`src/design/ceq_pkg.sv`:
```
// ----------------------------------------------------------------------------
// ceq_pkg
// Shared types and constants of the click event queue.
// ----------------------------------------------------------------------------
package ceq_pkg;

  localparam int CLICK_ID_W = 16;
  localparam int GEN_W      = 16;
  localparam int SETTING_W  = 8;
  localparam int TIME_W     = 32;
  localparam int PAIR_W     = 32;
  localparam int AGE_W      = 16;
  localparam int DROP_W     = 32;
  localparam int FILL_W     = 4;
  localparam int RUN_W      = 2;

  localparam logic [RUN_W-1:0] ST_READY    = 2'd0;
  localparam logic [RUN_W-1:0] ST_FAULT    = 2'd1;
  localparam logic [RUN_W-1:0] ST_NOTREADY = 2'd2;

  localparam logic [AGE_W-1:0] MAX_AGE_RESET = 16'd1000;

  typedef enum logic [1:0] {
    OP_BUTTON = 2'd0,
    OP_POP    = 2'd1,
    OP_STATE  = 2'd2,
    OP_CANCEL = 2'd3
  } op_t;

  typedef struct packed {
    logic [CLICK_ID_W-1:0] evt_id;
    logic [GEN_W-1:0]      generation;
    logic [SETTING_W-1:0]  setting;
    logic                  is_release;
    logic [TIME_W-1:0]     time_ms;
    logic [PAIR_W-1:0]     pair;
  } slot_t;

endpackage

```
`src/design/ceq_slot_ram.sv`:
```
// ----------------------------------------------------------------------------
// ceq_slot_ram
// Event slot memory: one write port, one read port, registered read data.
// ----------------------------------------------------------------------------
module ceq_slot_ram #(
  parameter int DEPTH  = 8,
  parameter int ADDR_W = 3
) (
  input  logic                clk,
  input  logic                wr_en,
  input  logic [ADDR_W-1:0]   wr_addr,
  input  ceq_pkg::slot_t      wr_data,
  input  logic                rd_en,
  input  logic [ADDR_W-1:0]   rd_addr,
  output ceq_pkg::slot_t      rd_data
);
  import ceq_pkg::*;

  slot_t mem [DEPTH];
  slot_t rd_data_r;

  always_ff @(posedge clk) begin
    if (wr_en) begin
      mem[wr_addr] <= wr_data;
    end
  end

  always_ff @(posedge clk) begin
    if (rd_en) begin
      rd_data_r <= mem[rd_addr];
    end
  end

  assign rd_data = rd_data_r;

endmodule

```
`src/design/click_event_queue.sv`:
```
// Button, set state and cancel words give their registered result in the cycle after start.
// A pop reads the head slot, then checks the entries in turn, skipping stale ones, until it
// returns an event, drops an aged entry and flushes the queue, or has skipped every entry.
// Busy is high while a pop walks the queue, so no new word is taken until the pop is done.
// Synchronous active-low reset initialises all control state; slot memory is not cleared.
// Results are strobed for one cycle; the receiver cannot stall.
// ----------------------------------------------------------------------------
// click_event_queue
// Ring queue of button press and release events with generation tracking.
// ----------------------------------------------------------------------------
module click_event_queue #(
  parameter int QUEUE_DEPTH = 8,
  parameter int ID_BITS     = 16
) (
  input  logic                                clk,
  input  logic                                rst_n,
  input  logic                                start,
  output logic                                busy,
  input  logic [1:0]                          in_operation,
  input  logic                                in_button_down,
  input  logic [ceq_pkg::SETTING_W-1:0]       in_setting,
  input  logic                                in_pair_ok,
  input  logic [ceq_pkg::PAIR_W-1:0]          in_pair_data,
  input  logic [ceq_pkg::TIME_W-1:0]          in_now_ms,
  input  logic [ceq_pkg::RUN_W-1:0]           in_new_state,
  input  logic                                cfg_we,
  input  logic [ceq_pkg::AGE_W-1:0]           cfg_wdata,
  output logic                                out_strobe,
  output logic                                out_event_valid,
  output logic [ceq_pkg::CLICK_ID_W-1:0]      out_evt_id,
  output logic [ceq_pkg::GEN_W-1:0]           out_event_generation,
  output logic [ceq_pkg::TIME_W-1:0]          out_event_time_ms,
  output logic [ceq_pkg::PAIR_W-1:0]          out_event_pair,
  output logic [ceq_pkg::SETTING_W-1:0]       out_event_setting,
  output logic                                out_is_release,
  output logic [ceq_pkg::GEN_W-1:0]           out_current_generation,
  output logic [ceq_pkg::DROP_W-1:0]          out_dropped_count,
  output logic [ceq_pkg::FILL_W-1:0]          out_queue_fill
);
  import ceq_pkg::*;

  localparam int HeadW = $clog2(QUEUE_DEPTH);
  localparam int CntW  = $clog2(QUEUE_DEPTH + 1);
  localparam int IdW   = (ID_BITS > CLICK_ID_W) ? ID_BITS : CLICK_ID_W;

  typedef enum logic {S_IDLE, S_CHECK} fsm_t;

  fsm_t                  state_r, state_nxt;
  logic [RUN_W-1:0]      run_r, run_nxt;
  logic [HeadW-1:0]      head_r, head_nxt;
  logic [CntW-1:0]       count_r, count_nxt;
  logic [GEN_W-1:0]      gen_r, gen_nxt;
  logic [ID_BITS-1:0]    pending_r, pending_nxt;
  logic [CLICK_ID_W-1:0] active_r, active_nxt;
  logic [ID_BITS-1:0]    last_r, last_nxt;
  logic                  level_r, level_nxt;
  logic                  blocked_r, blocked_nxt;
  logic [SETTING_W-1:0]  hset_r, hset_nxt;
  logic [PAIR_W-1:0]     hpair_r, hpair_nxt;
  logic [DROP_W-1:0]     drop_r, drop_nxt;
  logic [AGE_W-1:0]      max_age_r;
  logic [TIME_W-1:0]     now_r, now_nxt;
  logic                  strobe_r, strobe_nxt;
  logic                  evv_r, evv_nxt;
  slot_t                 ev_r, ev_nxt;

  logic                  accept;
  op_t                   op;
  logic                  cancel_req, drop_inc, push_req;
  slot_t                 push_slot;
  logic [ID_BITS-1:0]    last_inc;
  logic [IdW-1:0]        id_ext;
  logic [CntW:0]         tail_sum;
  logic [HeadW-1:0]      tail;
  logic [HeadW-1:0]      head_inc;
  logic [CntW-1:0]       count_dec;
  logic [TIME_W-1:0]     age;

  logic                  ram_we, ram_re;
  logic [HeadW-1:0]      ram_raddr;
  slot_t                 ram_rdata;

  ceq_slot_ram #(
    .DEPTH  (QUEUE_DEPTH),
    .ADDR_W (HeadW)
  ) u_ram (
    .clk     (clk),
    .wr_en   (ram_we),
    .wr_addr (tail),
    .wr_data (push_slot),
    .rd_en   (ram_re),
    .rd_addr (ram_raddr),
    .rd_data (ram_rdata)
  );

  assign busy   = (state_r != S_IDLE);
  assign accept = start && !busy;
  assign op     = op_t'(in_operation);

  assign tail_sum  = (CntW + 1)'(head_r) + (CntW + 1)'(count_r);
  assign tail      = (tail_sum >= (CntW + 1)'(QUEUE_DEPTH))
                     ? HeadW'(tail_sum - (CntW + 1)'(QUEUE_DEPTH)) : HeadW'(tail_sum);
  assign head_inc  = (head_r == HeadW'(QUEUE_DEPTH - 1)) ? '0 : head_r + 1'b1;
  assign count_dec = count_r - 1'b1;
  assign age       = now_r - ram_rdata.time_ms;
  assign last_inc  = (last_r + 1'b1 == '0) ? ID_BITS'(1) : last_r + 1'b1;

  always_comb begin
    state_nxt   = state_r;
    run_nxt     = run_r;
    head_nxt    = head_r;
    count_nxt   = count_r;
    gen_nxt     = gen_r;
    pending_nxt = pending_r;
    active_nxt  = active_r;
    last_nxt    = last_r;
    level_nxt   = level_r;
    blocked_nxt = blocked_r;
    hset_nxt    = hset_r;
    hpair_nxt   = hpair_r;
    drop_nxt    = drop_r;
    now_nxt     = now_r;
    strobe_nxt  = 1'b0;
    evv_nxt     = 1'b0;
    ev_nxt      = '0;
    cancel_req  = 1'b0;
    drop_inc    = 1'b0;
    push_req    = 1'b0;
    push_slot   = '0;
    id_ext      = '0;
    ram_we      = 1'b0;
    ram_re      = 1'b0;
    ram_raddr   = head_r;

    if (state_r == S_IDLE) begin
      if (accept) begin
        case (op)
          OP_BUTTON: begin
            strobe_nxt = 1'b1;
            if (level_r != in_button_down) begin
              level_nxt = in_button_down;
              if (blocked_r || run_r != ST_READY) begin
                blocked_nxt = in_button_down;
                pending_nxt = '0;
              end else if (in_button_down) begin
                hpair_nxt = in_pair_data;
                if (!in_pair_ok) begin
                  pending_nxt = '0;
                end else begin
                  last_nxt    = last_inc;
                  pending_nxt = last_inc;
                  hset_nxt    = in_setting;
                  id_ext      = IdW'(last_inc);
                  push_req    = 1'b1;
                  push_slot.evt_id     = id_ext[CLICK_ID_W-1:0];
                  push_slot.setting    = in_setting;
                  push_slot.pair       = in_pair_data;
                  push_slot.is_release = 1'b0;
                end
              end else if (pending_r != '0) begin
                id_ext   = IdW'(pending_r);
                push_req = 1'b1;
                push_slot.evt_id     = id_ext[CLICK_ID_W-1:0];
                push_slot.setting    = hset_r;
                push_slot.pair       = hpair_r;
                push_slot.is_release = 1'b1;
              end
            end
          end
          OP_POP: begin
            now_nxt = in_now_ms;
            if (run_r == ST_READY && count_r != '0) begin
              ram_re    = 1'b1;
              ram_raddr = head_r;
              state_nxt = S_CHECK;
            end else begin
              strobe_nxt = 1'b1;
            end
          end
          OP_STATE: begin
            strobe_nxt = 1'b1;
            if (run_r != ST_FAULT && run_r != in_new_state) begin
              cancel_req = 1'b1;
              run_nxt    = in_new_state;
            end
          end
          default: begin
            strobe_nxt = 1'b1;
            cancel_req = 1'b1;
          end
        endcase
      end
    end else begin
      head_nxt  = head_inc;
      count_nxt = count_dec;
      if (age > TIME_W'(max_age_r)) begin
        drop_inc   = 1'b1;
        cancel_req = 1'b1;
        strobe_nxt = 1'b1;
        state_nxt  = S_IDLE;
      end else if (ram_rdata.generation != gen_r ||
                   (ram_rdata.is_release && active_r != ram_rdata.evt_id)) begin
        if (count_dec == '0) begin
          strobe_nxt = 1'b1;
          state_nxt  = S_IDLE;
        end else begin
          ram_re    = 1'b1;
          ram_raddr = head_inc;
        end
      end else begin
        active_nxt = ram_rdata.is_release ? '0 : ram_rdata.evt_id;
        strobe_nxt = 1'b1;
        evv_nxt    = 1'b1;
        ev_nxt     = ram_rdata;
        state_nxt  = S_IDLE;
      end
    end

    push_slot.generation = gen_r;
    push_slot.time_ms    = in_now_ms;

    if (push_req) begin
      if (count_r >= CntW'(QUEUE_DEPTH)) begin
        drop_inc   = 1'b1;
        cancel_req = 1'b1;
      end else begin
        ram_we    = 1'b1;
        count_nxt = count_r + 1'b1;
        if (push_slot.is_release) begin
          pending_nxt = '0;
        end
      end
    end

    if (drop_inc) begin
      drop_nxt = drop_r + 1'b1;
    end

    if (cancel_req) begin
      head_nxt    = '0;
      count_nxt   = '0;
      gen_nxt     = gen_r + 1'b1;
      pending_nxt = '0;
      active_nxt  = '0;
      blocked_nxt = level_nxt;
    end
  end

  always_ff @(posedge clk) begin
    if (!rst_n) begin
      state_r   <= S_IDLE;
      run_r     <= ST_NOTREADY;
      head_r    <= '0;
      count_r   <= '0;
      gen_r     <= '0;
      pending_r <= '0;
      active_r  <= '0;
      last_r    <= '0;
      level_r   <= 1'b0;
      blocked_r <= 1'b0;
      hset_r    <= '0;
      hpair_r   <= '0;
      drop_r    <= '0;
      max_age_r <= MAX_AGE_RESET;
      now_r     <= '0;
      strobe_r  <= 1'b0;
      evv_r     <= 1'b0;
      ev_r      <= '0;
    end else begin
      state_r   <= state_nxt;
      run_r     <= run_nxt;
      head_r    <= head_nxt;
      count_r   <= count_nxt;
      gen_r     <= gen_nxt;
      pending_r <= pending_nxt;
      active_r  <= active_nxt;
      last_r    <= last_nxt;
      level_r   <= level_nxt;
      blocked_r <= blocked_nxt;
      hset_r    <= hset_nxt;
      hpair_r   <= hpair_nxt;
      drop_r    <= drop_nxt;
      now_r     <= now_nxt;
      strobe_r  <= strobe_nxt;
      evv_r     <= evv_nxt;
      ev_r      <= ev_nxt;
      if (cfg_we) begin
        max_age_r <= cfg_wdata;
      end
    end
  end

  assign out_strobe             = strobe_r;
  assign out_event_valid        = evv_r;
  assign out_evt_id             = ev_r.evt_id;
  assign out_event_generation   = ev_r.generation;
  assign out_event_time_ms      = ev_r.time_ms;
  assign out_event_pair         = ev_r.pair;
  assign out_event_setting      = ev_r.setting;
  assign out_is_release         = ev_r.is_release;
  assign out_current_generation = gen_r;
  assign out_dropped_count      = drop_r;
  assign out_queue_fill         = FILL_W'(count_r);

endmodule
```
`config.mk`:
```
export PLATFORM = sky130hd
export DESIGN_NAME = click_event_queue
export DESIGN_NICKNAME = d
export VERILOG_FILES = /design/src/design/ceq_pkg.sv /design/src/design/ceq_slot_ram.sv /design/src/design/click_event_queue.sv
export SDC_FILE = /design/constraint.sdc
export NUM_CORES = 2
export LEC_CHECK = 0
export BUFFER_PORTS_ARGS = -buffer_cell sky130_fd_sc_hd__buf_2
export CAP_MARGIN = 25
export CORE_AREA = 10 10 335 337
export CTS_CLUSTER_SIZE = 12
export DETAILED_ROUTE_END_ITERATION = 6
export DIE_AREA = 0 0 345 347
export HOLD_SLACK_MARGIN = 0.06
export PLACE_DENSITY = 0.71
export SETUP_SLACK_MARGIN = 0.15
export SKIP_LAST_GASP = 1
export SLEW_MARGIN = 20
export SYNTH_ARGS = -nofsm -noshare
export SYNTH_HDL_FRONTEND = slang
export SYNTH_SLANG_ARGS = --single-unit
```
`constraint.sdc`:
```
create_clock -name clk -period 11.56 [get_ports clk]
set_clock_uncertainty 0.1 [all_clocks]
set_input_delay 0.578 -clock clk [delete_from_list [all_inputs] [get_ports clk]]
set_output_delay 0.578 -clock clk [all_outputs]
set_load 0.005 [all_outputs]
```
=== After elaboration in Yosys (flattened, before gate mapping) ===
Memory sizes are Yosys's and may differ from the RTL's. A register that Yosys moved wholly into a read port is not among the register bits.
Index checks and enable logic that the tools add are counted.

* Register bits: 303
* Latch bits: 0
* RAM bits: 840
* Bits in read-only memories: 0
* Bits of input ports: 98
* Output and inout port bits: 160
* Word-level logic and storage cells: 169
* Memories: 1

{| class="wikitable"
|+ Memory list
! name !! depth !! width !! rd ports !! clocked after memory_dff !! write ports !! line !! RTL
|-
| u_ram.mem || 8 || 105 || 1 || 1 || 1 || ceq_slot_ram.sv:19 || <nowiki>slot_t mem [DEPTH];</nowiki>
|}

* Add/sub/neg operators: 9
* Multiply operators: 0
* Divide/modulo/power cells: 0
* Magnitude comparators: 3
* Equal/unequal tests: 9
* Shift operators: 0
* Mux-type cells: 91
* Bitwise logic cells: 5
* Reduce and logical (&&, ||, !) cells: 28

{| class="wikitable"
|+ Operators with widths
! cell !! count
|-
| 16-bit two-way mux || 19
|-
| 32-bit two-way mux || 8
|-
| 9-bit two-way mux || 8
|-
| 1-bit two-way mux || 46
|-
| 16-bit by 1-bit adder with 16-bit output, second input constant || 2
|-
| 32-bit by 1-bit adder with 32-bit output, second input constant || 1
|-
| 32-bit by 16-bit > comparator with 1-bit output || 1
|-
| 16-bit inequality test || 2
|-
| 32-bit subtractor || 1
|-
| 3-bit two-way mux || 6
|-
| 16-bit logical NOT || 1
|-
| 16-bit nonzero test || 1
|-
| 4-bit two-way mux || 3
|-
| 2-bit nonzero test || 5
|-
| 7-bit AND reduction || 1
|-
| 3-bit AND reduction || 2
|-
| 6-bit AND reduction || 1
|-
| 3-bit by 4-bit adder with 5-bit output || 1
|-
| 5-bit by 4-bit >= comparator with 1-bit output, second input constant || 1
|-
| 1-bit inverter || 5
|-
| 5-bit AND reduction || 1
|-
| 4-bit by 1-bit adder with 4-bit output, second input constant || 1
|-
| 4-bit >= comparator, second input constant || 1
|-
| 1-bit logical AND || 4
|-
| 19 further kinds || 23
|}

=== Depth between registers and ports, before layout ===
* Word-level depth: 13
* Mapped depth: 29
* Mapped depth without buffers: 25

=== Hierarchy ===
From an unflattened synthesis, not the netlist that was laid out.

* Cells, all modules: 3114
* Area, all modules: 50153.1 sq um

{| class="wikitable"
|+ By module, submodules not included
! module !! times used !! cells an instance !! area each (sq um) !! sequential area each (sq um)
|-
| ceq_slot_ram || 1 || 1332 || 35295.1 || 28377.2
|-
| click_event_queue || 1 || 1782 || 14858.0 || 6065.8
|}

=== Worst setup path before layout ===
No wires, ideal clock.

* Path type: input port to flip-flop
* Start point: input start
* End point: memory u_ram.mem[0][0] (netlist name) (enable)
* Arrival: 9.696 ns
* Path slack: 1.067 ns
* Stages: 11
* Cell sequence: nor2b_1 nor3b_1 o21ai_0 nor2_1 nand2_1 nor2_1 and2_1 buf_2 nor2_1 or3_1 nor3_1

* Word-level cells in the longest chain between the ends: 6

{| class="wikitable"
|+ RTL lines
! item !! line !! RTL
|-
| start: declaration || click_event_queue.sv:17 || <nowiki>input logic start,</nowiki>
|-
| 1-bit logical AND || click_event_queue.sv:97 || <nowiki>assign accept = start && !busy;</nowiki>
|-
| 1-bit two-way mux || click_event_queue.sv:136 || <nowiki>if (accept) begin</nowiki>
|-
| 1-bit two-way mux || click_event_queue.sv:135 || <nowiki>if (state_r == S_IDLE) begin</nowiki>
|-
| 1-bit two-way mux || click_event_queue.sv:222 || <nowiki>if (push_req) begin</nowiki>
|-
| 1-bit two-way mux || ceq_slot_ram.sv:23 || <nowiki>if (wr_en) begin</nowiki>
|-
| 1-bit two-way mux (not written as such) || ceq_slot_ram.sv:24 || <nowiki>mem[wr_addr] <= wr_data;</nowiki>
|-
| end: declaration || ceq_slot_ram.sv:19 ||
|}

Every way passes these cells.

=== Worst setup path in the final report ===
* Start point: register, netlist name u_ram.rd_data[32]
* End point: register, netlist name u_ram.rd_data[34]

* Word-level cells in the longest chain between the ends: 4

{| class="wikitable"
|+ RTL lines
! item !! line !! RTL
|-
| 32-bit subtractor (*) || click_event_queue.sv:105 || <nowiki>assign age = now_r - ram_rdata.time_ms;</nowiki>
|-
| 32-bit by 16-bit > comparator with 1-bit output (*) || click_event_queue.sv:196 || <nowiki>if (age > TIME_W'(max_age_r)) begin</nowiki>
|-
| 3-bit two-way mux or 1-bit two-way mux (tied branches) || click_event_queue.sv:196 ||
|-
| 3-bit two-way mux or 1-bit two-way mux (tied branches) || click_event_queue.sv:135 ||
|}

Every way passes the cells marked *; elsewhere a longest branch is shown, timed or not.
A chain may end at the register's enable or synchronous reset.

==> out/qor.yml <==
status: "finished, violations left"
violations: "DRC"
clk_pin_slew_worst_paths_ns: 0.06
max_cap_viol_count: 0
dr_total_vias: 37570
insertion_delay_ns: 0.74
crit_fanout: 185
hold_viol: 0
synthCells: 4266
htreeDepth: 4
peakVddDrop_mv: 0.1500
final_area_sq_um: 60690
swShare: 0.2016
grt_pass1_vias: 36860
relSlewSlack: 0.2203
fin_util: 0.5774
ys_seq_elements: 1248
post-route-period-util: 0.6756
synth_common_cells: "edfxtp_1 (945), and3_1 (753), dfxtp_1 (303)"
seqPwrFrac: 0.528
place_inst: 5608
synth-edff-count: 945
cts_root_buf: "clkbuf_16"
finalCriticalPeriod_ns: 7.810
power_density_nw_per_um2: 149.3
io_pins: 258
wire_per_inst_um: 24.78
fmax_ghz: 0.1280
std_cell_rows: 119
synth_ff_type: "edfxtp_1"
gp_congestion: 0.9172
cts_tree: "built"
yosysTopAreaCellShare: 0.5301
cts_setup_buffers: 0
drc_errors: 2
die_h_um: 347
cts_hold_buf: 80
syn_avg_cell_area_sq_um: 12.55
yosys.area.top_type: "edfxtp_1"
cp.arrival_ns: 8.17
cts_sinks: 1248
ys_top_cells_by_area: "edfxtp_1 (53%), dfxtp_1 (11%), and3_1 (8.8%), a2111oi_0 (4.3%), nand2_1 (1.9%)"
layout.nets: 4591
drive_gt1_frac: 0.1323
setup_viol: 0
grt_pass1_wl_um: 223100
core_area_sq_um: 105100
drt_iter0_markers: 4182
power.internal_mw: 7.233
port_buffers: 257
cp_data_required_time_ns: 11.92
rsz0062_at_grt: "false"
overflow: 0
antenna_found_initial: 9
yosys.cell_count.top_type: "edfxtp_1"
p_sw_mw: 1.827
die_x_um: 345
clkPwrFrac: 0.454
gr-usage-met1: 0.3181
clockBufferDepth: 3
cts_buffers: 132
grt_max_degree: 254
grt_util_met2: 0.3785
critPathCaptureType: "flip-flop"
hp-class: "primary input to flip-flop"
p_comb_frac: 0.018
dp_hpwl_um: 80730
drtAntennaViolNets: 0
grtUsageMet3: 0.04047
ctsResizeCount: 0
crit_type: "flip-flop to flip-flop"
via_per_inst: 6.330
setup_tns_ns: 0
async_flop_share: 0
drt_first_pass_iters: 7
stdcell_count: 5935
crit_path_start_kind: "flip-flop"
netlist-cell-type-count: 66
busiest_layer: "met2"
ys_seq_area_frac: 0.6435
synth_nets: 4422
slew_viol_final: 0
netlist_area_sq_um: 53530
syn2layout_area_growth_pct: 13.39
place_area_sq_um: 55660
routed_wl_um: 147100
p_leak_nw: 22.67
ys_warn_count: 0
floorplan.initialDensity: 0.5092
timing.hold.ws_ns: 0.1116
tightest_slew_ns: 1.170
die-area_sq_um: 119700
track_usage: 0.2348
## worst max-delay path, cell delays in order, from the launching register on
cell and delay, ns:
edfxtp_1 0.41, ha_1 0.22, fa_1 0.42, nor2b_1 0.25, o2111ai_1 0.17, nand2_1 0.12, and2_1 0.14, o21ai_0 0.08
nand2b_1 0.12, a21oi_1 0.08, o21bai_1 0.15, xor2_1 0.18, ha_1 0.26, nand4_1 0.11, a311oi_1 0.07, a211o_1 0.28
o31ai_1 0.24, nand2_1 0.12, nor4_1 0.39, and4_1 0.27, and4_4 0.80, mux2i_4 0.38, buf_4 0.54, buf_12 0.68
a2111oi_0 0.24, nor4_1 0.55
## power groups by stage
stage / Sequential, mW / Clock [mW] / Combinational [mW]
after floorplan: 4.88 / 0 / 0.0732
after global placement: 4.88 / 0 / 0.134
after detailed placement: 4.88 / 0 / 0.137
after global routing: 4.79 / 4.34 / 0.177
final: 4.79 / 4.11 / 0.162
after CTS: 4.79 / 4.17 / 0.160
## registers in the layout, indices dropped and copies added, names as in the netlist, 3 cells and up
signal                  flops
active_r                   16
last_r                     16
now_r                      32
out_dropped_count          32
out_current_generation     16
out_event_pair             32
out_event_generation       16
u_ram.rd_data             105
u_ram.mem                 840
head_r                      3
out_queue_fill              4
pending_r                  16
max_age_r                  16
out_event_time_ms          32
out_event_setting           8
out_evt_id                 16
hpair_r                    32
hset_r                      8
## stage by stage
| step | worst slack [ns] | total power [mW] |
|---|---|---|
| 3_5_place_dp | 3.924 | 5.020 |
| 4_1_cts | 3.886 | 9.114 |
| 5_1_grt | 3.320 | 9.302 |
| 2_1_floorplan | 1.067 | 4.955 |
| 3_3_place_gp | 3.955 | 5.017 |
| 6_report | 3.750 | 9.060 |
## cells in the final DEF (no fill, tap or decap), types with 9 or more instances in the layout
master	synthesis	final
or3_1	11	10
and3_1	753	753
o211ai_1	11	11
a2111oi_2	65	65
nor2_1	150	142
edfxtp_1	945	945
dfxtp_1	303	302
a22o_1	33	33
nand2b_1	17	17
nor2b_1	132	132
nand4_1	30	30
a2111oi_0	261	261
dlygate4sd3_1	0	80
mux2i_1	45	44
a211oi_1	110	110
clkbuf_1	277	60
a21oi_1	156	156
buf_2	45	258
nand3_1	40	40
nor4_1	122	122
inv_6	0	9
xor2_1	56	56
nor3_1	17	14
xnor2_1	51	51
ha_1	56	56
clkbuf_8	0	12
o21a_1	11	10
nand2_1	278	277
inv_1	72	72
buf_4	26	55
clkbuf_16	0	135
o21ai_0	45	43
## per-layer routing
metal	vias to the layer above	share of wire
li1	16800	-
met1	18780	0.42
met3	301	0.079
met2	1678	0.47
met4	6	0.030
met5	-	0.00031
## layout make-up
| type | count | area (sq um) |
|---|---|---|
| tap | 1391 | 1740 |
| sequential | 1248 | 34450 |
| antenna | 1 | 2.502 |
| inverter | 73 | 279.0 |
| multi-input combinational | 2577 | 17340 |
| fill | 8389 | 44420 |
| clock inverter | 31 | 375.4 |
| clock buffer | 211 | 3791 |
| timing repair buffer | 403 | 2720 |
## path summary, 6_finish.rpt
path                                         from                end  slack (ns)  cells past startpoint
worst max-delay path            u_ram.rd_data[32]  u_ram.rd_data[34]        3.75                     25
worst min-delay path                in_now_ms[12]          now_r[12]        0.11                      3
worst max register to register  u_ram.rd_data[32]  u_ram.rd_data[34]        3.75                     25
worst min register to register         hpair_r[7]         hpair_r[7]        0.35                      2
## kinds of logic (layout without fill, tap and decap cells)
kind of cell | count (synthesis) | count (layout) | synth area share
AND/OR/NAND/NOR | 1588 | 1588 | 0.1651
flip-flops | 1248 | 1248 | 0.6435
AO/OA/AOI/OAI | 779 | 779 | 0.1164
buffers and inverters | 441 | 718 | 0.03525
XOR/XNOR | 107 | 107 | 0.01751
adder cells (fa/ha/maj) | 58 | 58 | 0.01384
multiplexers | 45 | 45 | 0.008415
other | 0 | 1 | 0
Note: power is estimated with default switching activity, not from simulation.
